`src/rtl/assert_macros.svh`:
```
// Assertion helpers used by the comfort noise generator RTL.
`ifndef ASSERT_MACROS_SVH
`define ASSERT_MACROS_SVH

// The consequent must hold in the same cycle as the antecedent.
`define ASSERT_SAME(label, clk, rst, ante, cons, msg) \
  label: assert property (@(posedge clk) disable iff (rst) (ante) |-> (cons)) else $error(msg);

// The consequent must hold in the cycle after the antecedent.
`define ASSERT_NEXT(label, clk, rst, ante, cons, msg) \
  label: assert property (@(posedge clk) disable iff (rst) (ante) |=> (cons)) else $error(msg);

`endif

```
`src/rtl/scng_pkg.sv`:
```
package scng_pkg;

  localparam int PW = 48;   // power word, Q40.8
  localparam int CW = 25;   // coefficient word, Q24
  localparam int MW = 24;   // magnitude, Q20.4
  localparam int OW = 26;   // noise output, Q21.4
  localparam int SW = 31;   // LCG state

  localparam logic [PW-1:0] NOISE_RESET = 48'd256000000;
  localparam logic [PW-1:0] FLOOR_RESET = 48'd4385;

  localparam logic [CW-1:0] C_SM_OLD = 25'd15099494;
  localparam logic [CW-1:0] C_SM_NEW = 25'd1677722;
  localparam logic [CW-1:0] C_N2_SM  = 25'd15102514;
  localparam logic [CW-1:0] C_N2_OLD = 25'd1678057;
  localparam logic [CW-1:0] C_N2_UP  = 25'd16780571;
  localparam logic [CW-1:0] C_IN_OLD = 25'd16760439;
  localparam logic [CW-1:0] C_IN_NEW = 25'd16777;

  localparam logic [16:0]   LCG_MUL        = 17'd69069;
  localparam logic [SW-1:0] LCG_SEED_RESET = 31'd42;

  localparam logic [9:0] FRAME_ADAPT      = 10'd50;
  localparam logic [9:0] FRAME_ADAPT_LATE = 10'd51;
  localparam logic [9:0] INIT_FRAMES      = 10'd1000;

  localparam logic signed [15:0] SIN_TAB [32] = '{
    16'sd0, 16'sd4520, 16'sd8867, 16'sd12873, 16'sd16384, 16'sd19266, 16'sd21407,
    16'sd22725, 16'sd23170, 16'sd22725, 16'sd21407, 16'sd19266, 16'sd16384,
    16'sd12873, 16'sd8867, 16'sd4520, 16'sd0, -16'sd4520, -16'sd8867, -16'sd12873,
    -16'sd16384, -16'sd19266, -16'sd21407, -16'sd22725, -16'sd23170, -16'sd22725,
    -16'sd21407, -16'sd19266, -16'sd16384, -16'sd12873, -16'sd8867, -16'sd4520};

  typedef enum logic [3:0] {
    S_CLEAR, S_IDLE, S_READ, S_LOAD, S_MUL_GO, S_MUL_WAIT, S_FLOOR, S_IFLOOR,
    S_WRITE, S_SQRT_WAIT, S_SCALE_RE, S_SCALE_IM, S_OUT
  } state_t;

  typedef enum logic [2:0] {
    OP_SM_OLD, OP_SM_NEW, OP_N2_SM, OP_N2_OLD, OP_N2_UP, OP_IN_OLD, OP_IN_NEW
  } mul_op_t;

  function automatic logic [CW-1:0] coef(mul_op_t op);
    case (op)
      OP_SM_OLD: coef = C_SM_OLD;
      OP_SM_NEW: coef = C_SM_NEW;
      OP_N2_SM:  coef = C_N2_SM;
      OP_N2_OLD: coef = C_N2_OLD;
      OP_N2_UP:  coef = C_N2_UP;
      OP_IN_OLD: coef = C_IN_OLD;
      OP_IN_NEW: coef = C_IN_NEW;
      default:   coef = '0;
    endcase
  endfunction

  function automatic logic [PW-1:0] sat_add(logic [PW-1:0] a, logic [PW-1:0] b);
    logic [PW:0] s;
    s = {1'b0, a} + {1'b0, b};
    sat_add = s[PW] ? '1 : s[PW-1:0];
  endfunction

endpackage

```
`src/rtl/scng_isqrt.sv`:
```
// Digit-by-digit integer square root: two radicand bits enter per cycle and
// one root bit leaves; the result floor(sqrt(v)) is valid when done pulses.
module scng_isqrt import scng_pkg::*; (
  input  logic          clk,
  input  logic          rst,
  input  logic          start,
  input  logic [PW-1:0] v,
  output logic          done,
  output logic [MW-1:0] root
);
  localparam int CNTW = $clog2(MW);

  logic            busy;
  logic [CNTW-1:0] cnt;
  logic [PW-1:0]   vr;
  logic [MW:0]     rem;
  logic [MW+2:0]   rem_sh;
  logic [MW+2:0]   trial;

  assign rem_sh = {rem, vr[PW-1:PW-2]};
  assign trial  = {2'b00, root[MW-2:0], 2'b01};

  always_ff @(posedge clk) begin
    if (rst) begin
      busy <= 1'b0;
      done <= 1'b0;
    end else begin
      done <= 1'b0;
      if (start) begin
        busy <= 1'b1;
      end else if (busy && cnt == CNTW'(MW - 1)) begin
        busy <= 1'b0;
        done <= 1'b1;
      end
    end
  end

  always_ff @(posedge clk) begin
    if (start) begin
      cnt  <= '0;
      vr   <= v;
      rem  <= '0;
      root <= '0;
    end else if (busy) begin
      vr  <= vr << 2;
      cnt <= cnt + 1'b1;
      if (rem_sh >= trial) begin
        rem  <= (MW+1)'(rem_sh - trial);
        root <= {root[MW-2:0], 1'b1};
      end else begin
        rem  <= rem_sh[MW:0];
        root <= {root[MW-2:0], 1'b0};
      end
    end
  end
endmodule

```
`config.mk`:
```
export PLATFORM = sky130hd
export DESIGN_NAME = scng_isqrt
export DESIGN_NICKNAME = d
export VERILOG_FILES = /design/src/rtl/assert_macros.svh /design/src/rtl/scng_pkg.sv /design/src/rtl/scng_isqrt.sv
export SDC_FILE = /design/constraint.sdc
export NUM_CORES = 1
export LEC_CHECK = 0
export ABC_AREA = 1
export BUFFER_PORTS_ARGS = -buffer_cell sky130_fd_sc_hd__buf_2
export CORE_UTILIZATION = 59
export DETAILED_ROUTE_END_ITERATION = 10
export HOLD_SLACK_MARGIN = 0.06
export PLACE_DENSITY_LB_ADDON = 0.1
export SYNTH_ARGS = -nofsm -noshare
export SYNTH_HDL_FRONTEND = slang
export SYNTH_SLANG_ARGS = --single-unit
```
`constraint.sdc`:
```
create_clock -name clk -period 3.6 [get_ports clk]
set_input_delay 0.72 -clock clk [delete_from_list [all_inputs] [get_ports clk]]
set_output_delay 0.72 -clock clk [all_outputs]
set_load 0.005 [all_outputs]
```
# [After elaboration in Yosys (flattened, before gate mapping)]
# Index checks and enable logic that the tools add are counted.
[word_totals] register_bits=104 latchBits=0 ram_bits=0 rom_bits=0 wordCells=21 n_memories=0
[op_classes] add_sub_neg=2 multipliers=0 n_div=0 order_cmp=1 n_eq_ne=1 shifts=0 mux=7 bitwise=0 n_reduce_logical=4
[op_table] operator="48-bit 2-to-1 mux" count=2
[op_table] operator="27-bit by 25-bit >= comparator with 1-bit output" count=1
[op_table] operator="25-bit 2-to-1 mux" count=1
[op_table] operator="25-bit subtractor" count=1
[op_table] operator="5-bit by 1-bit adder with 5-bit output (second input constant)" count=1
[op_table] operator="5-bit equality test (second input constant)" count=1
[op_table] operator="1-bit 2-to-1 mux" count=4
[op_table] operator="2-bit nonzero test" count=2
[op_table] operator="2-bit OR reduction" count=1
[op_table] operator="1-bit logical AND" count=1

# [Logic depth before layout (Yosys ltp)]
# Gate-level depths: netlist of the first run.
[depth] word_depth=4 ltp_mapped=17

# [Worst setup path before layout of the first run]
# Ideal clock, no wire load.
[synth_path] path_kind="input to register" startpoint="input start" endpoint="register vr[0] (enable)" arrival_time_ns=2.738 t_required_ns=3.169 path_slack_ns=0.431 path_stages=4 n_path_buf=2 cell_sequence="clkbuf_1 > nor2_1 > clkinv_1 > clkbuf_1"
[synth_between] elab_chain_len=1
[synth_lines] item="from (decl)" line_no="scng_isqrt.sv:6" rtl="input logic start,"
[synth_lines] item="2-bit nonzero test (no source line)"
[synth_lines] item="to (signal assigned)" line_no="scng_isqrt.sv:41" rtl="vr <= v;"
[synth_lines] item="to (signal assigned)" line_no="scng_isqrt.sv:45" rtl="vr <= vr << 2;"
[synth_lines] item="to (decl)" line_no="scng_isqrt.sv:15" rtl="logic [PW-1:0] vr;"
# No other way between the ends.
# A chain may end at the register's enable or synchronous reset.

# [Worst setup path after layout of the first run]
[layout_path] startpoint="register root[5]" endpoint="register rem[18]"
[layout_between] elab_chain_len=2
[layout_lines] item="from (decl)" line_no="scng_isqrt.sv:9" rtl="output logic [MW-1:0] root"
[layout_lines] item="from (signal assigned)" line_no="scng_isqrt.sv:49" rtl="root <= {root[MW-2:0], 1'b1};"
[layout_lines] item="from (signal assigned)" line_no="scng_isqrt.sv:52" rtl="root <= {root[MW-2:0], 1'b0};"
[layout_lines] item="25-bit subtractor or 27-bit by 25-bit >= comparator with 1-bit output (tied branches)" line_no="scng_isqrt.sv:48, scng_isqrt.sv:47"
[layout_lines] item="25-bit 2-to-1 mux (*)" line_no="scng_isqrt.sv:47" rtl="if (rem_sh >= trial) begin"
[layout_lines] item="to (signal assigned)" line_no="scng_isqrt.sv:48" rtl="rem <= (MW+1)'(rem_sh - trial);"
[layout_lines] item="to (signal assigned)" line_no="scng_isqrt.sv:51" rtl="rem <= rem_sh[MW:0];"
[layout_lines] item="to (decl)" line_no="scng_isqrt.sv:16" rtl="logic [MW:0] rem;"
# Every way passes the cells marked *; elsewhere a longest branch is shown, timed or not.

==> out/qor.yml, run 1 <==
status: "completed"
synth_area_um2: 5950
ctsHoldBuffers: 0
wl_mm: 14.0
synthCells: 835
place_area_um2: 6420
cp.required_ps: 3820
pwr_density_cell_nw_per_um2: 1080
setup_ws_ps: 1040
cp_slowest_cell: "ha_1"
initial_core_util: 0.609
rsz0062_at_grt: "no"
start_kind: "register"
final_cell_mix: "nand2_1 (336), inv_1 (104), buf_2 (75)"
grt_max_degree: 76
pre_cts_slack_ps: 1160
wl_per_cell_um: 13.5
die_w_um: 102
finalCritPeriodShare: 0.712
async_reset_ff_frac: 0
die_area_um2: 10500
dr.first_iter.drc_count: 404
gp_congestion: 1.03
drc: 0
crit_chain: "inv_1, ha_1, nand2_1, nor2_1, nand3_1, nand3_1, nand3_4, nand2_4, nand3_1, nand3_1, o21ai_0"
syn-num-nets: 912
p_leak_nw: 3.43
core_area_um2: 9770
cp-end-kind: "register"
drv_slew: 0
die_h_um: 102
synth_ff_type: "dfxtp_1"
synth-seq-cells: 104
num_io_pins: 76
synthDistinctLibCells: 38
drive_above_1_share: 0.125
dr_total_vias: 5506
dp_hpwl_mm: 10.1
path_clk_slew_ps: 100
cts_tree: "yes"
critPathKind: "register to register"
setup_viol: 0
period_minus_slack_ps: 2560
finalNetCount: 978
cp_max_fo: 30
worst_pin_slew_ps: 910
antenna_found_initial: 0
syn_avg_cell_area_um2: 7.13
synth_edf_count: 48
finalSetupTns_ps: 0
detail-route-antenna-nets: 0
rrSetupSlack_ps: 1040
crit_family: "simple AND/OR/NAND/NOR gates"
cts_sinks: 104
cts_resized: 0
drv_cap: 0
hold_class: "register to register"
mostFrequentLayoutCell: "nand2_1"
cp.arrival_ps: 2780
placementRows: 36
vias_per_cell: 5.30
cts_setup_buffers: 0
grt_pass1_wl_mm: 23.4
clock_path_buffers: 2
grt_remaining_overflow: 0
cts_max_level: 3
worst_clock_skew_ps: 8.41
synthToLayoutAreaGrowth_pct: 11.9
final_util: 0.681
grtUsageTotal: 0.287
first_pass_iters: 5
irDropWorstVdd_v: 0.000807
clkLatencyLatePin_ps: 370
yosysSeqAreaShare: 0.430
cts_root_buf: "clkbuf_8"
cts_buffers: 9
critPathMostFrequentCell: "nand3_1"
slew_headroom: 0.393
grt_pass1_vias: 5232
num_antenna_cells: 0
path_buf_inv: 1
final_area_um2: 6660
max_freq_mhz: 390
cpPeakStageDelay_ps: 380
hold_violations: 0
io_buffers: 75
ys_warn_count: 0
## sequential cells by signal, summed over array words and instances (netlist names)
register  cells
rem          25
cnt           5
root         24
done          1
busy          1
vr           48
## cells by family after synthesis
| family | after synthesis | synth area share |
|---|---|---|
| xor gates and xnor gates | 4 | 0.00589 |
| buffers and inverters | 136 | 0.0902 |
| AOI/OAI and AO/OA | 84 | 0.0797 |
| adders and majority gates | 26 | 0.0546 |
| DFF | 104 | 0.430 |
| and+or+nand+nor | 481 | 0.339 |
## final cells by class
type                       count  area [um^2]
clock buffer                  10          138
fill                         872         3120
clock inverter                 6         97.6
timing repair buffer          83          435
tap                          133          166
inverter                     108          405
multi-input combinational    595         2850
sequential                   104         2560
## worst min-delay path: stages, from the launching register on
cell and delay, ps:
dfxtp_1 330, nand2_1 50, o21ai_0 60
## synth_stat cells, types with 3 or more instances
cell type | instances | area [um^2]
a21oi_1 | 34 | 170
a21boi_1 | 4 | 30.0
nand2_1 | 336 | 1260
dfxtp_1 | 56 | 1120
nor2_1 | 49 | 184
nand3b_1 | 10 | 75.1
nor3_1 | 9 | 45.0
o21ai_1 | 3 | 15.0
o21bai_1 | 3 | 22.5
nor2_2 | 3 | 18.8
nand4_1 | 12 | 75.1
edfxtp_1 | 48 | 1440
o21ai_0 | 14 | 70.1
inv_1 | 104 | 390
buf_2 | 3 | 15.0
o22ai_1 | 22 | 138
ha_1 | 26 | 325
clkbuf_1 | 19 | 71.3
nand3_1 | 51 | 255
## layer usage
layer | GRT usage | vias to the layer above | part of all wire
met4 | 0.140 | 0 | 0.032
met3 | 0.0787 | 42 | 0.087
li1 | - | 2808 | -
met1 | 0.364 | 2423 | 0.43
met2 | 0.452 | 233 | 0.45
met5 | 0 | - | 0
## power by group
part           internal, mW  switching, mW  total (mW)  leakage [nW]
clock network         0.422          0.433       0.855         0.119
logic                  1.57           3.17        4.75          2.36
registers              1.44          0.125        1.56         0.949
## final timing paths
kind | endpoint | start | cells past startpoint
hold / removal | root[23] | root[23] | 2
setup reg to reg | rem[18] | root[5] | 11
hold reg to reg | root[23] | root[23] | 2
setup / recovery | rem[18] | root[5] | 11
## through the flow
step,hold WS [ps],instances,power [mW]
after floorplan,427,835,5.34
after global placement,435,1023,6.09
after detailed placement,458,1023,6.19
after CTS,481,1039,7.05
after global routing,492,1039,7.85
final,475,1039,7.16
No activity file was read; power rests on OpenSTA's default activity.
==> run 2, diff against run 1 <==
Clock period 3.6 ns to 2.5 ns, I/O delays scaled along.
==> run 2 against run 1 <==
  * Sequential power rose by 44%
  * Register-to-register slack got worse by 820 ps
  * Core utilization grew 0.33 points
  * Worst hold slack lost 190 ps
  * Routed wire length is 2.6% higher
  * Combinational power grew 47%
  * Clock skew grew 2.8 ps
  * Largest power group unchanged
  * Highest routed layer unchanged
==> out/qor.yml, run 2 (synthesized netlist as in run 1, its figures left out) <==
status: "completed"  # unchanged
worstHoldPathCells: 2  # unchanged
drive_above_1_share: 0.128  # was 0.125
dr_total_vias: 5434  # was 5506
irDropWorstVdd_v: 0.000786  # was 0.000807 V
start_kind: "register"  # unchanged
num_antenna_cells: 0  # unchanged
worstHoldStart: "rst"  # was root[23]
gp_congestion: 0.962  # was 1.03
grt_pass1_wl_mm: 23.6  # was 23.4 mm
initial_core_util: 0.609  # unchanged
die_area_um2: 10500  # unchanged
worst_clock_skew_ps: 11.2  # was 8.41 ps
max_freq_mhz: 438  # was 390 MHz
cp_max_fo: 30  # unchanged
final_cell_mix: "nand2_1 (335), inv_1 (104), buf_2 (75)"  # was nand2_1 (336), inv_1 (104), buf_2 (75)
final_area_um2: 6690  # was 6660 um^2
r2r_start: "root[6]"  # was root[5]
placementRows: 36  # unchanged
p_leak_nw: 3.43  # about the same
period_minus_slack_ps: 2280  # was 2560 ps
rrSetupSlack_ps: 220  # was 1040 ps
dr.first_iter.drc_count: 226  # was 404
finalSetupTns_ps: 0  # unchanged
crit_chain: "inv_1, ha_1, nand2_1, nor2_1, nand3_1, nand3_1, nand3_4, nand2_8, nand3_1, nand3_1, o21ai_0"  # was inv_1, ha_1, nand2_1, nor2_1, nand3_1, nand3_1, nand3_4, nand2_4, nand3_1, nand3_1, o21ai_0
cts_setup_buffers: 0  # unchanged
die_h_um: 102  # unchanged
antenna_found_initial: 0  # unchanged
drt-met1-wl_mm: 6.45  # was 6.06 mm
cts_max_level: 3  # unchanged
multi_input_comb_area_um2: 2880  # was 2850 um^2
cp_slowest_cell: "ha_1"  # unchanged
regArea_um2: 2560  # unchanged
wl_mm: 14.4  # was 14.0 mm
grt_pass1_vias: 5093  # was 5232
wl_met3_um: 868  # was 1.22 mm
path_clk_slew_ps: 100  # about the same
clkLatencyLatePin_ps: 370  # about the same
pwr_density_cell_nw_per_um2: 1550  # was 1080 nW/um^2
dp_hpwl_mm: 10.8  # was 10.1 mm
mostFrequentLayoutCell: "nand2_1"  # unchanged
critPathKind: "register to register"  # unchanged
rsz0062_at_grt: "no"  # unchanged
die_w_um: 102  # unchanged
num_io_pins: 76  # unchanged
cp.arrival_ps: 2550  # was 2780 ps
clock_path_buffers: 2  # unchanged
place_area_um2: 6450  # was 6420 um^2
grt_remaining_overflow: 0  # unchanged
fill_cells: 858  # was 872
hold_violations: 0  # unchanged
hold_class: "primary input to register"  # was register to register
cts_sinks: 104  # unchanged
critPathMostFrequentCell: "nand3_1"  # unchanged
slew_headroom: 0.447  # was 0.393
finalNetCount: 980  # was 978
io_buffers: 75  # unchanged
routed.top_layer: "met4"  # unchanged
largest_reg_flops: 48  # unchanged
worst_pin_slew_ps: 829  # was 910 ps
cpPeakStageDelay_ps: 370  # was 380 ps
r2r_cells: 11  # unchanged
drc: 0  # unchanged
finalCritPeriodShare: 0.912  # was 0.712
core_area_um2: 9770  # unchanged
setup_viol: 0  # unchanged
synthToLayoutAreaGrowth_pct: 12.4  # was 11.9%
vias_per_cell: 5.22  # was 5.30
worstReg2RegEnd: "rem[20]"  # was rem[18]
ctsHoldBuffers: 0  # unchanged
drv_slew: 0  # unchanged
route.met2.wl_mm: 6.81  # was 6.27 mm
drv_cap: 0  # unchanged
grtUsageTotal: 0.295  # was 0.287
grt_max_degree: 62  # was 76
cts_resized: 0  # unchanged
first_pass_iters: 5  # unchanged
cts_tree: "yes"  # unchanged
cts_root_buf: "clkbuf_8"  # unchanged
cp.required_ps: 2770  # was 3820 ps
wl_per_cell_um: 13.8  # was 13.5 um
cp-end-kind: "register"  # unchanged
whs_endpoint: "busy"  # was root[23]
detail-route-antenna-nets: 0  # unchanged
reg_top3: "vr x48, rem x25, root x24"  # unchanged
cts_buffers: 9  # unchanged
largest-register: "vr"  # unchanged
==> run 2: through the flow <==
| step | setup WS, ps | hold slack [ps] | utilization | power, mW | cells |
|---|---|---|---|---|---|
| 2_1_floorplan | 351 | 427 | - | 7.68 | 835 |
| 3_3_place_gp | 152 | 439 | 0.660 | 8.93 | 1025 |
| 3_5_place_dp | 161 | 449 | 0.660 | 9.00 | 1025 |
| 4_1_cts | 145 | 275 | 0.682 | 10.2 | 1041 |
| 5_1_grt | 6.04 | 279 | 0.685 | 11.4 | 1041 |
| 6_report | 219 | 287 | 0.685 | 10.4 | 1041 |
==> run 2: how the worst max path moves through the flow <==
stage / cells past startpoint / startpoint / to
finish: 11 / root[6] / rem[20]
CTS: 11 / root[6] / rem[20]
detailed placement: 11 / root[6] / rem[20]
global route: 11 / root[6] / rem[20]
floorplan: 4 / start / vr[0]
global placement: 11 / root[6] / rem[20]
==> run 2: cell type report <==
type / instances / share of cell area
Inverter: 108 / 0.0606
Multi-Input combinational cell: 595 / 0.430
Clock buffer: 11 / 0.0196
Timing Repair Buffer: 85 / 0.0692
Sequential cell: 104 / 0.383
Clock inverter: 5 / 0.0131
Tap cell: 133 / 0.0249
==> run 2: layer usage <==
| metal | track usage | up-vias |
|---|---|---|
| li1 | - | 2816 |
| met1 | 0.381 | 2451 |
| met2 | 0.499 | 152 |
| met3 | 0.0568 | 15 |
| met4 | 0.0890 | 0 |
| met5 | 0 | - |
==> run 2: power breakdown <==
part | internal, mW | leakage, nW | switching, mW | total, mW
clock network | 0.576 | 0.106 | 0.601 | 1.18
logic | 2.35 | 2.38 | 4.61 | 6.96
registers | 2.07 | 0.949 | 0.184 | 2.25
==> run 2: worst max-delay path: cells and delay by family, from the launching register on <==
family          cells  cell delay [ps]
flops               1              340
compound gates      1               70
fa+ha+maj           1              370
buf+inv             1              100
simple gates        8             1280
