--- config.mk ---
export PLATFORM = sky130hd
export DESIGN_NAME = scng_qmul
export DESIGN_NICKNAME = d
export VERILOG_FILES = /design/src/rtl/assert_macros.svh /design/src/rtl/scng_pkg.sv /design/src/rtl/scng_qmul.sv
export SDC_FILE = /design/constraint.sdc
export NUM_CORES = 1
export LEC_CHECK = 0
export ABC_AREA = 1
export BUFFER_PORTS_ARGS = -buffer_cell sky130_fd_sc_hd__buf_2
export CAP_MARGIN = 20
export CORE_MARGIN = 2
export CORE_UTILIZATION = 30
export CTS_BUF_LIST = sky130_fd_sc_hd__clkbuf_8
export DETAILED_ROUTE_END_ITERATION = 8
export HOLD_SLACK_MARGIN = 0.05
export PLACE_DENSITY = 0.51
export SYNTH_ARGS = -nofsm -noshare
export SYNTH_HDL_FRONTEND = slang
export SYNTH_SLANG_ARGS = --single-unit
--- constraint.sdc ---
create_clock -name clk -period 3.9 [get_ports clk]
set_clock_uncertainty 0.2 [all_clocks]
set_input_delay 0.78 -clock clk [delete_from_list [all_inputs] [get_ports clk]]
set_output_delay 0.78 -clock clk [all_outputs]
set_load 0.01 [all_outputs]
--- src/rtl/assert_macros.svh ---
// Assertion helpers used by the comfort noise generator RTL.
`ifndef ASSERT_MACROS_SVH
`define ASSERT_MACROS_SVH

// The consequent must hold in the same cycle as the antecedent.
`define ASSERT_SAME(label, clk, rst, ante, cons, msg) \
  label: assert property (@(posedge clk) disable iff (rst) (ante) |-> (cons)) else $error(msg);

// The consequent must hold in the cycle after the antecedent.
`define ASSERT_NEXT(label, clk, rst, ante, cons, msg) \
  label: assert property (@(posedge clk) disable iff (rst) (ante) |=> (cons)) else $error(msg);

`endif

--- src/rtl/scng_pkg.sv ---
package scng_pkg;

  localparam int PW = 48;   // power word, Q40.8
  localparam int CW = 25;   // coefficient word, Q24
  localparam int MW = 24;   // magnitude, Q20.4
  localparam int OW = 26;   // noise output, Q21.4
  localparam int SW = 31;   // LCG state

  localparam logic [PW-1:0] NOISE_RESET = 48'd256000000;
  localparam logic [PW-1:0] FLOOR_RESET = 48'd4385;

  localparam logic [CW-1:0] C_SM_OLD = 25'd15099494;
  localparam logic [CW-1:0] C_SM_NEW = 25'd1677722;
  localparam logic [CW-1:0] C_N2_SM  = 25'd15102514;
  localparam logic [CW-1:0] C_N2_OLD = 25'd1678057;
  localparam logic [CW-1:0] C_N2_UP  = 25'd16780571;
  localparam logic [CW-1:0] C_IN_OLD = 25'd16760439;
  localparam logic [CW-1:0] C_IN_NEW = 25'd16777;

  localparam logic [16:0]   LCG_MUL        = 17'd69069;
  localparam logic [SW-1:0] LCG_SEED_RESET = 31'd42;

  localparam logic [9:0] FRAME_ADAPT      = 10'd50;
  localparam logic [9:0] FRAME_ADAPT_LATE = 10'd51;
  localparam logic [9:0] INIT_FRAMES      = 10'd1000;

  localparam logic signed [15:0] SIN_TAB [32] = '{
    16'sd0, 16'sd4520, 16'sd8867, 16'sd12873, 16'sd16384, 16'sd19266, 16'sd21407,
    16'sd22725, 16'sd23170, 16'sd22725, 16'sd21407, 16'sd19266, 16'sd16384,
    16'sd12873, 16'sd8867, 16'sd4520, 16'sd0, -16'sd4520, -16'sd8867, -16'sd12873,
    -16'sd16384, -16'sd19266, -16'sd21407, -16'sd22725, -16'sd23170, -16'sd22725,
    -16'sd21407, -16'sd19266, -16'sd16384, -16'sd12873, -16'sd8867, -16'sd4520};

  typedef enum logic [3:0] {
    S_CLEAR, S_IDLE, S_READ, S_LOAD, S_MUL_GO, S_MUL_WAIT, S_FLOOR, S_IFLOOR,
    S_WRITE, S_SQRT_WAIT, S_SCALE_RE, S_SCALE_IM, S_OUT
  } state_t;

  typedef enum logic [2:0] {
    OP_SM_OLD, OP_SM_NEW, OP_N2_SM, OP_N2_OLD, OP_N2_UP, OP_IN_OLD, OP_IN_NEW
  } mul_op_t;

  function automatic logic [CW-1:0] coef(mul_op_t op);
    case (op)
      OP_SM_OLD: coef = C_SM_OLD;
      OP_SM_NEW: coef = C_SM_NEW;
      OP_N2_SM:  coef = C_N2_SM;
      OP_N2_OLD: coef = C_N2_OLD;
      OP_N2_UP:  coef = C_N2_UP;
      OP_IN_OLD: coef = C_IN_OLD;
      OP_IN_NEW: coef = C_IN_NEW;
      default:   coef = '0;
    endcase
  endfunction

  function automatic logic [PW-1:0] sat_add(logic [PW-1:0] a, logic [PW-1:0] b);
    logic [PW:0] s;
    s = {1'b0, a} + {1'b0, b};
    sat_add = s[PW] ? '1 : s[PW-1:0];
  endfunction

endpackage

--- src/rtl/scng_qmul.sv ---
// Serial multiplier: one coefficient bit per cycle, LSB first. The result is
// x*c/2^24 rounded half up and saturated to the power width.
module scng_qmul import scng_pkg::*; (
  input  logic          clk,
  input  logic          rst,
  input  logic          start,
  input  logic [PW-1:0] x,
  input  logic [CW-1:0] c,
  output logic          done,
  output logic [PW-1:0] p
);
  localparam int CNTW = $clog2(CW);

  logic            busy;
  logic [CNTW-1:0] cnt;
  logic [PW-1:0]   xr;
  logic [CW-1:0]   cr;
  logic [PW:0]     hi;
  logic [CW-1:0]   lo;
  logic [PW:0]     sum;
  logic [PW+1:0]   rnd;

  assign sum = hi + (cr[0] ? {1'b0, xr} : '0);

  always_ff @(posedge clk) begin
    if (rst) begin
      busy <= 1'b0;
      done <= 1'b0;
    end else begin
      done <= 1'b0;
      if (start) begin
        busy <= 1'b1;
      end else if (busy && cnt == CNTW'(CW - 1)) begin
        busy <= 1'b0;
        done <= 1'b1;
      end
    end
  end

  always_ff @(posedge clk) begin
    if (start) begin
      cnt <= '0;
      xr  <= x;
      cr  <= c;
      hi  <= '0;
      lo  <= '0;
    end else if (busy) begin
      hi  <= {1'b0, sum[PW:1]};
      lo  <= {sum[0], lo[CW-1:1]};
      cr  <= cr >> 1;
      cnt <= cnt + 1'b1;
    end
  end

  // The product is {hi, lo}; bit 23 of it is the rounding bit.
  assign rnd = {hi, lo[CW-1]} + (PW+2)'(lo[CW-2]);
  assign p   = (rnd[PW+1:PW] != 2'b00) ? '1 : rnd[PW-1:0];
endmodule

# After elaboration in Yosys (flattened, before gate mapping)
# Index checks and enable logic that the tools add are counted.
# word_totals
wordCells	23
input_bits	76
regBits	153
output_inout_bits	49
# op_classes
muxes	7
n_addsub	3
reduce_logical	5
eq_ne	1
# ops
operator	count
48-bit two-way mux	2
49-bit by 1-bit adder with 50-bit output	1
25-bit two-way mux	2
48-bit by 48-bit adder with 49-bit output	1
2-bit nonzero test	3
5-bit by 1-bit adder with 5-bit output (second input constant)	1
5-bit == test (second input constant)	1
1-bit two-way mux	3
2-bit OR reduction	1
1-bit logical AND	1

# Longest topological paths before layout
# Gate-level depths: netlist of run 1.
# depth
word_depth	4
ltp_mapped	17

# Worst setup path after synthesis of run 1
# Ideal clock, no wire load.
# synth_timing
path_type	reg-to-output
from	register lo[23]
to	output port p[29]
n_path_buf	2
arrival_time_ns	1.992
path_stages_with_launch	13
slack_ns	0.928
cell_sequence	dfxtp_1 > ha_1 > ha_1 > nand2_2 > nor2_4 > nand2_2 > nor2_4 > nand3_1 > xor2_1 > nor2_2 > buf_6 > buf_6 > nand3_2
# synth_between
elab_chain_cells	3
# synth_rtl
element	line	rtl
from (decl)	scng_qmul.sv:19	logic [CW-1:0] lo;
from (signal assigned)	scng_qmul.sv:49	lo <= {sum[0], lo[CW-1:1]};
49-bit by 1-bit adder with 50-bit output *	scng_qmul.sv:56	assign rnd = {hi, lo[CW-1]} + (PW+2)'(lo[CW-2]);
2-bit nonzero test	scng_qmul.sv:57	assign p = (rnd[PW+1:PW] != 2'b00) ? '1 : rnd[PW-1:0];
48-bit two-way mux *	scng_qmul.sv:57	
to (decl)	scng_qmul.sv:10	output logic [PW-1:0] p
# Mark *: on every way between the ends. The rest lies on a longest branch, timed or not.

# Worst setup path after layout of run 1
# layout_timing
from	register hi[1]
to	output port p[31]
# layout_between
elab_chain_cells	3
# layout_rtl
element	line	rtl
from (decl)	scng_qmul.sv:18	logic [PW:0] hi;
from (signal assigned)	scng_qmul.sv:48	hi <= {1'b0, sum[PW:1]};
49-bit by 1-bit adder with 50-bit output *	scng_qmul.sv:56	
2-bit nonzero test	scng_qmul.sv:57	
48-bit two-way mux *	scng_qmul.sv:57	
# Marked as above.

==> results of run 1 <==
-- final cells by class --
type / count / area share (%)
clock inverter: 12 / 1.34
timing repair buffer: 150 / 7.20
sequential: 130 / 27.1
multi-input combinational: 1250 / 47.8
clock buffer: 20 / 2.24
tap: 455 / 4.63
inverter: 317 / 9.67
-- where the power goes --
group	internal, mW	switching (mW)	total (mW)
Combinational	0.302	0.544	0.846
Clock	0.739	0.581	1.32
Sequential	1.56	0.0978	1.66
-- logic make-up (layout without fill, tap and decap cells) --
kind of cell	Yosys count	after routing	share of synthesized area (%)
flip-flops	130	130	31.8
XOR/XNOR	26	26	2.17
buffers and inverters	341	499	12.4
AO/OA/AOI/OAI	88	88	4.58
AND/OR/NAND/NOR	1083	1083	42.6
adder cells (fa/ha/maj)	53	53	6.40
-- what timing repair did --
item	in CTS	in global routing
resized for setup	3	5
pin swaps	0	3
buffers inserted	0	3
cloned	0	4
endpoints found under the setup margin	48	41
hold buffers	0	0
-- worst max-delay path, cell delays in order (launching register included) --
cell and delay, ns:
dfxtp_1 0.54, nand3_1 0.30, inv_1 0.23, nand2_1 0.12
nor2_1 0.44, nand2_1 0.18, or2_2 0.31, nand3_2 0.07
buf_2 0.12
-- metrics by stage --
step	hold slack, ns	utilization, %
finish	0.273	35.7
global route	0.243	35.7
CTS	0.236	35.3
detailed placement	0.252	34.0
global placement	0.248	34.0
floorplan	0.235	-
-- synth_stat cells (all sizes together), types with 4 or more instances --
master  number
xnor2       17
buf          9
o22ai       19
nand4       23
nor4         7
nand2      719
inv        316
clkbuf      15
xor2         9
nand3      126
or2         16
o21ai       23
o21bai       4
edfxtp      73
nor2       160
ha          52
nor3        29
a21oi       40
dfxtp       57
-- flip-flops by register name, summed over array words and instances (netlist names) --
name	flops
hi	48
xr	48
cr	25
cnt	5
lo	2
busy	1
done	1
-- final timing paths --
kind | cells past startpoint | start | to | slack (ns)
min | 1 | x[20] | xr[20]$_DFFE_PP_ | 0.27
max reg2reg | 15 | cr[0]$_DFFE_PP_ | hi[39]$_SDFFE_PP0P_ | 0.51
max | 8 | hi[1]$_SDFFE_PP0P_ | p[31] | 0.13
min reg2reg | 2 | lo[23]$_SDFFE_PP0P_ | lo[23]$_SDFFE_PP0P_ | 0.29
-- per-layer routing --
metal  global-route usage [%]  vias up  wire length, um
met4                     7.66        2             1100
met1                     29.9     4871            18600
li1                         -     5620                -
met5                        0        -               13
met3                     3.67       58             2770
met2                     34.1      377            17100
==> results.py, run 1 <==
metrics = {
    "status": {
        "status": "complete, no violations",
    },
    "floorplanning": {
        "dieArea_um2": 36500,
        "start_util_pct": 30.4,
        "io_pins": 125,
        "fp.dieH_um": 191,
        "die_w_um": 191,
        "core_area_um2": 34500,
        "row_count": 68,
    },
    "layout": {
        "seq_area_um2": 3340,
        "fin_cells": 2334,
        "final_layout_size_suffix_gt1_share_pct": 11.9,
        "fin_area_um2": 12300,
        "layout.nets": 1995,
        "area_growth_syn_to_layout_pct": 17.4,
        "layout_commonest_cell": "nand2_1",
        "multiInputGateArea_um2": 5880,
        "antenna_cells": 0,
        "final_cell_mix": "717 x nand2_1, 314 x inv_1, 155 x nor2_1",
        "n_fill_cell": 3844,
    },
    "synth": {
        "ys_warn_count": 0,
        "syn_area_um2": 10500,
        "synth-async-reset-ratio_pct": 0,
        "syn_avg_cell_area_um2": 6.09,
        "synth_top_area_cell": "nand2_1",
        "synth_top_cells_by_area": "nand2_1 26%, edfxtp_1 21%, inv_1 11%, dfxtp_1 11%, ha_1 6.2%",
        "synth_edf_count": 73,
        "syn_inst": 1721,
        "syn_nets": 1850,
        "synth_flop_cell": "edfxtp_1",
        "ys_seq_area_share_pct": 31.8,
        "synth_top_area_share_pct": 25.7,
        "synth_cell_types": 34,
        "ys_ff_latch": 130,
    },
    "global_routing": {
        "grt_antenna_before_repair": 1,
        "grt_pass1_wl_mm": 59.2,
        "grt_max_degree": 49,
        "grt_pass1_vias": 10500,
        "grt_overflow": 0,
        "grtUsageTotal_pct": 21.7,
    },
    "power_and_ir_drop": {
        "powerDensity_nw_per_um2": 311,
        "ir_drop_uv": 188,
        "p_leak_nw": 6.38,
        "power_mw": 3.83,
    },
    "place": {
        "place_hpwl_mm": 32.3,
        "dpl_cell_area_um2": 11700,
        "gp_congestion": 0.961,
        "place_ws_ns": 0.412,
        "io_buffer_count": 124,
        "place_inst": 2295,
    },
    "flow_run": {
        "maxCapViolCount": 0,
    },
    "sta": {
        "finalHoldViolations": 0,
        "period_share_pct": 96.6,
        "fmax_ghz": 0.266,
        "tns_ns": 0,
        "final-setup-viol-count": 0,
        "tightest_slew_ns": 0.773,
        "relSlewSlack_pct": 48.1,
        "period_needed_ns": 3.77,
        "fin_ws_ns": 0.134,
        "slew_violations": 0,
    },
    "detailed_routing": {
        "route.detailed.drc": 0,
        "wirelength_mm": 39.5,
        "wl_per_cell_um": 16.9,
        "drtPass1Iterations": 5,
        "drt_iter0_drc": 761,
        "viasPerCell": 4.68,
        "postRouteAntennaNets": 0,
        "vias": 10900,
    },
    "clock_network": {
        "ctsHtreeMaxLevel": 4,
        "clk_latency_ns": 0.48,
        "numClockSinks": 130,
        "cts_made_buffers": 17,
        "cts_tree": "built",
        "root_buffer": "clkbuf_8",
        "path_clk_slew_ns": 0.08,
        "clockBufferDepth": 2,
    },
    "hold_path": {
        "hp-class": "in -> reg",
    },
    "worst_setup_path": {
        "worstSetupPathType": "reg -> out",
        "worstPathRequired_ns": 2.92,
        "end_kind": "primary output",
        "worstPathArrival_ns": 2.79,
        "cp_max_fo": 6,
        "cp-start-kind": "flop",
    },
}
Note: power is estimated with default switching activity, not from simulation.
==> inputs of run 2 (changes only) <==
Settings changed: REMOVE_ABC_BUFFERS from default to 1.
==> run 2 against run 1 <==
Net effect: routed wire length is 1.2% higher; clock power is 18% lower; utilization is 0.28 points lower; largest cell class unchanged; non-clock buffer count is 2 lower.
==> results.py, run 2 (same netlist as run 1, synthesis figures left out) <==
metrics = {
    "status": {
        "status": "complete, no violations",
    },
    "floorplanning": {
        "start_util_pct": 30.4,
        "io_pins": 125,
        "fp.dieH_um": 191,
        "row_count": 68,
        "dieArea_um2": 36500,
        "core_area_um2": 34500,
        "die_w_um": 191,
    },
    "place": {
        "dpl_cell_area_um2": 11700,
        "place_hpwl_mm": 32.7,
        "gp_congestion": 0.936,
        "io_buffer_count": 124,
    },
    "worst_setup_path": {
        "cp_max_fo": 12,
        "crit_slowest_cell": "dfxtp_1",
        "crit_chain": "ha_4, ha_4, nand2_2, nor2_4, nand2_2, nor2_4, nand3_1, xor2_1, nor2_4, buf_12, buf_6, nand2_1, buf_2",
        "cpMostUsedCell": "nor2_4",
        "worstSetupPathType": "reg -> out",
        "reg2reg_from": "cr[0]$_DFFE_PP_",
        "path_delay_family": "simple AND/OR/NAND/NOR gates",
        "cp-start-kind": "flop",
        "worstPathArrival_ns": 2.76,
        "end_kind": "primary output",
        "worstPathRequired_ns": 2.92,
        "cp_num_buf_inv": 3,
        "cp-startpoint": "lo[23]$_SDFFE_PP0P_",
        "max_stage_delay_ns": 0.40,
    },
    "sta": {
        "finalHoldViolations": 0,
        "whs_ns": 0.267,
        "period_needed_ns": 3.74,
        "period_share_pct": 95.8,
        "final-setup-viol-count": 0,
        "fmax_ghz": 0.268,
        "tightest_slew_ns": 0.918,
        "slew_violations": 0,
        "relSlewSlack_pct": 38.8,
    },
    "global_routing": {
        "grt_pass1_vias": 10700,
        "grt_pass1_wl_mm": 59.8,
        "grt_max_degree": 75,
        "grt_overflow": 0,
        "grt_antenna_before_repair": 0,
        "grtUsageTotal_pct": 22.1,
    },
    "layout": {
        "final_cell_mix": "717 x nand2_1, 313 x inv_1, 153 x nor2_1",
        "layout_commonest_cell": "nand2_1",
        "top_regs": "hi: 48 flops, xr: 48 flops, cr: 25 flops",
        "layout.nets": 1993,
        "fin_area_um2": 12200,
        "final_layout_size_suffix_gt1_share_pct": 11.7,
        "area_growth_syn_to_layout_pct": 16.5,
        "utilization_pct": 35.4,
    },
    "clock_network": {
        "clockBufferDepth": 2,
        "cts_tree": "built",
        "cts_made_buffers": 17,
        "clk_latency_ns": 0.48,
        "root_buffer": "clkbuf_8",
        "path_clk_slew_ns": 0.08,
        "numClockSinks": 130,
        "ctsHtreeMaxLevel": 4,
    },
    "hold_path": {
        "hp-class": "in -> reg",
        "hp-start": "x[15]",
    },
    "detailed_routing": {
        "drtPass1Iterations": 8,
        "wl_per_cell_um": 17.2,
        "wirelength_mm": 40.0,
        "vias": 10900,
        "drt_iter0_drc": 772,
        "viasPerCell": 4.68,
        "postRouteAntennaNets": 0,
        "route.detailed.drc": 0,
    },
    "power_and_ir_drop": {
        "ir_drop_uv": 210,
        "p_leak_nw": 6.33,
        "powerDensity_nw_per_um2": 294,
    },
    "flow_run": {
        "maxCapViolCount": 0,
    },
}
-- run 2: cell count changes in the layout (fill, tap and decap cells not counted), sizes merged --
cell	change
buf	-2
diode	+1
bufinv	-3
clkinv	+6
clkbuf	-3
-- run 2: report_power, final --
| group | total, mW | internal [mW] | switching [mW] |
|---|---|---|---|
| combinational | 0.836 | 0.301 | 0.535 |
| sequential | 1.67 | 1.56 | 0.107 |
| clock | 1.08 | 0.495 | 0.589 |
-- run 2: layer usage --
metal / share of wire (%) / global-route usage, % / vias to the layer above
li1: - / - / 5622
met1: 46 / 29.6 / 4889
met2: 44 / 35.3 / 328
met3: 6.2 / 3.43 / 71
met4: 3.8 / 9.30 / 0
met5: 0 / 0 / -
-- run 2: final cells by class --
type                       instances  area [um2]
multi-input combinational       1250        5880
timing repair buffer             148         875
clock inverter                    15         120
antenna                            1        2.50
fill                            3941       22300
sequential                       130        3330
tap                              455         569
inverter                         317        1190
clock buffer                      17         234
-- run 2: worst paths after layout --
kind	endpoint	slack (ns)	cells after the start
max	p[20]	0.16	13
min	xr[15]$_DFFE_PP_	0.27	1
max reg2reg	hi[39]$_SDFFE_PP0P_	0.76	14
min reg2reg	cnt[0]$_SDFFE_PP0P_	0.32	2
-- run 2: per-stage QoR --
step / setup WS [ns] / power, mW / TNS (ns) / cells
final: 0.162 / 3.59 / 0 / 2333
after global routing: -0.00474 / 3.81 / -0.0166 / 2332
after CTS: 0.00148 / 3.62 / 0 / 2325
after detailed placement: 0.486 / 2.51 / 0 / 2293
after global placement: 0.590 / 2.50 / 0 / 2293
after floorplan: 0.0774 / 2.15 / 0 / 1697
-- run 2: worst reg2reg max path, cell delays in order (launching register included) --
cell,delay [ns]
edfxtp_1,0.58
buf_4,0.44
nand2_1,0.12
inv_1,0.08
ha_1,0.29
nand2_1,0.14
inv_1,0.04
nand2_1,0.06
nand2_1,0.07
a21oi_1,0.21
nand3_1,0.27
nand2_1,0.26
nand3_1,0.10
nand3_1,0.11
nand2_1,0.05
-- run 2: timing repair --
action	in CTS	in global routing
hold buffers	0	0
resized for setup	2	4
cloned	0	5
endpoints found under the setup margin	20	48
pin swaps	0	3
setup buffers	0	2
==> inputs of run 3 (changes only) <==
Clock period 3.9 ns to 3.55 ns, I/O delays scaled along.
==> run 3 against run 2 <==
Net effect: largest cell class unchanged; die area is the same; critical path type unchanged; flip-flop and latch count is the same; routed wire length grew 0.27%; worst hold slack lost 0.081 ns; non-clock buffer count grew 16.
==> results.py, run 3 (same netlist as run 1, synthesis figures left out) <==
metrics = {
    "global_routing": {
        "grt_antenna_before_repair": 1,
        "grt_max_degree": 59,
        "grt_pass1_vias": 10700,
        "grt_pass1_wl_mm": 60.8,
        "grtUsageTotal_pct": 22.5,
        "grt_overflow": 0,
    },
    "layout": {
        "layout.nets": 2009,
        "final_layout_size_suffix_gt1_share_pct": 16.7,
        "top_regs": "hi: 48 flops, xr: 48 flops, cr: 25 flops",
        "n_fill_cell": 3833,
        "layout_commonest_cell": "nand2_1",
        "area_growth_syn_to_layout_pct": 26.3,
        "seq_area_um2": 3370,
        "multiInputGateArea_um2": 6310,
        "fin_area_um2": 13200,
        "final_cell_mix": "703 x nand2_1, 310 x inv_1, 148 x nor2_1",
    },
    "clock_network": {
        "holdBufCountCts": 0,
        "clockBufferDepth": 2,
        "ctsHtreeMaxLevel": 4,
        "clk_latency_ns": 0.49,
        "path_clk_slew_ns": 0.10,
        "cts_made_buffers": 17,
        "root_buffer": "clkbuf_8",
        "cts_tree": "built",
        "numClockSinks": 130,
    },
    "floorplanning": {
        "die_w_um": 191,
        "dieArea_um2": 36500,
        "row_count": 68,
        "core_area_um2": 34500,
        "io_pins": 125,
        "start_util_pct": 30.4,
        "fp.dieH_um": 191,
    },
    "sta": {
        "final-setup-viol-count": 0,
        "slew_violations": 0,
        "fmax_ghz": 0.284,
        "tightest_slew_ns": 0.882,
        "tns_ns": 0,
        "finalHoldViolations": 0,
        "rsz0062_at_grt": "true",
        "period_needed_ns": 3.52,
        "fin_ws_ns": 0.0277,
        "relSlewSlack_pct": 40.8,
        "period_share_pct": 99.2,
    },
    "detailed_routing": {
        "postRouteAntennaNets": 0,
        "route.detailed.drc": 0,
        "vias": 11000,
        "drtPass1Iterations": 7,
        "drt_iter0_drc": 834,
        "wirelength_mm": 40.1,
        "wl_per_cell_um": 17.1,
        "viasPerCell": 4.67,
    },
    "place": {
        "place_ws_ns": 0.104,
        "dpl_cell_area_um2": 11800,
        "io_buffer_count": 124,
        "place_hpwl_mm": 32.3,
        "gp_congestion": 0.991,
    },
    "hold_path": {
        "hold_depth": 1,
        "min_to": "xr[41]$_DFFE_PP_",
        "hp-start": "x[41]",
        "hp-class": "in -> reg",
    },
    "worst_setup_path": {
        "cp_max_fo": 6,
        "reg2reg_from": "cr[0]$_DFFE_PP_",
        "worstPathArrival_ns": 2.61,
        "reg2reg_depth": 15,
        "rrSetupSlack_ns": 0.33,
        "r2r-end": "hi[46]$_SDFFE_PP0P_",
        "worstSetupPathType": "reg -> out",
        "worstPathRequired_ns": 2.64,
        "cp-start-kind": "flop",
        "end_kind": "primary output",
    },
    "power_and_ir_drop": {
        "p_leak_nw": 6.74,
        "power_mw": 4.27,
        "powerDensity_nw_per_um2": 323,
        "ir_drop_uv": 202,
    },
    "status": {
        "status": "complete, no violations",
    },
    "flow_run": {
        "maxCapViolCount": 0,
    },
}
## run 3: what timing repair did
item / in CTS / in global routing
pin swaps: 4 / 9
buffers inserted: 10 / 2
gates resized for setup: 55 / 118
gates cloned: 5 / 2
setup endpoints to repair: 48 / 48
## run 3: cell type report
cell class              count  area share, %
clock buffers              17           1.77
multi-input cells        1250           47.7
inverters                 317           8.99
repair buffers            164           10.6
well taps                 455           4.30
diodes                      1         0.0189
flip-flops and latches    130           25.4
clock inverters            15           1.26
## run 3: per-stage QoR
stage / std cells / util (%) / hold WS (ns)
CTS: 2345 / 36.5 / 0.157
global placement: 2299 / 34.2 / 0.265
detailed placement: 2299 / 34.2 / 0.273
finish: 2349 / 38.4 / 0.186
floorplan: 1697 / - / 0.235
global route: 2348 / 38.4 / 0.160
## run 3: layer usage
layer  wire (um)  vias up  global-route usage (%)
met5           0        -                       0
met4        1610        0                    9.84
met3        1900       66                    2.24
met2       17800      334                    36.3
met1       18800     4922                    30.3
li1            -     5652                       -
## run 3: worst max path at each step
stage | endpoint | slack [ns] | startpoint | cells past startpoint
floorplan | p[11] | -0.20 | lo[23]$_SDFFE_PP0P_ | 10
global placement | p[24] | 0.09 | lo[23]$_SDFFE_PP0P_ | 12
detailed placement | p[22] | 0.10 | lo[23]$_SDFFE_PP0P_ | 12
CTS | p[46] | -0.05 | lo[24]$_SDFFE_PP0P_ | 12
finish | p[29] | 0.03 | lo[23]$_SDFFE_PP0P_ | 13
global route | p[12] | -0.09 | lo[23]$_SDFFE_PP0P_ | 13
## run 3: where the power goes
part | switching, mW | internal, mW
sequential | 0.112 | 1.72
clock | 0.766 | 0.589
combinational | 0.633 | 0.450
total | 1.51 | 2.76
## run 3: worst max-delay path, cell delays in order, from the launching register on
cell	delay, ns
dfxtp_2	0.37
ha_4	0.15
ha_4	0.14
nand2_4	0.06
nor2_4	0.14
nand2_4	0.07
nor2_4	0.19
nand3_2	0.13
xor2_2	0.20
nor2_4	0.14
buf_8	0.17
clkbuf_16	0.18
nand3_2	0.06
buf_6	0.12
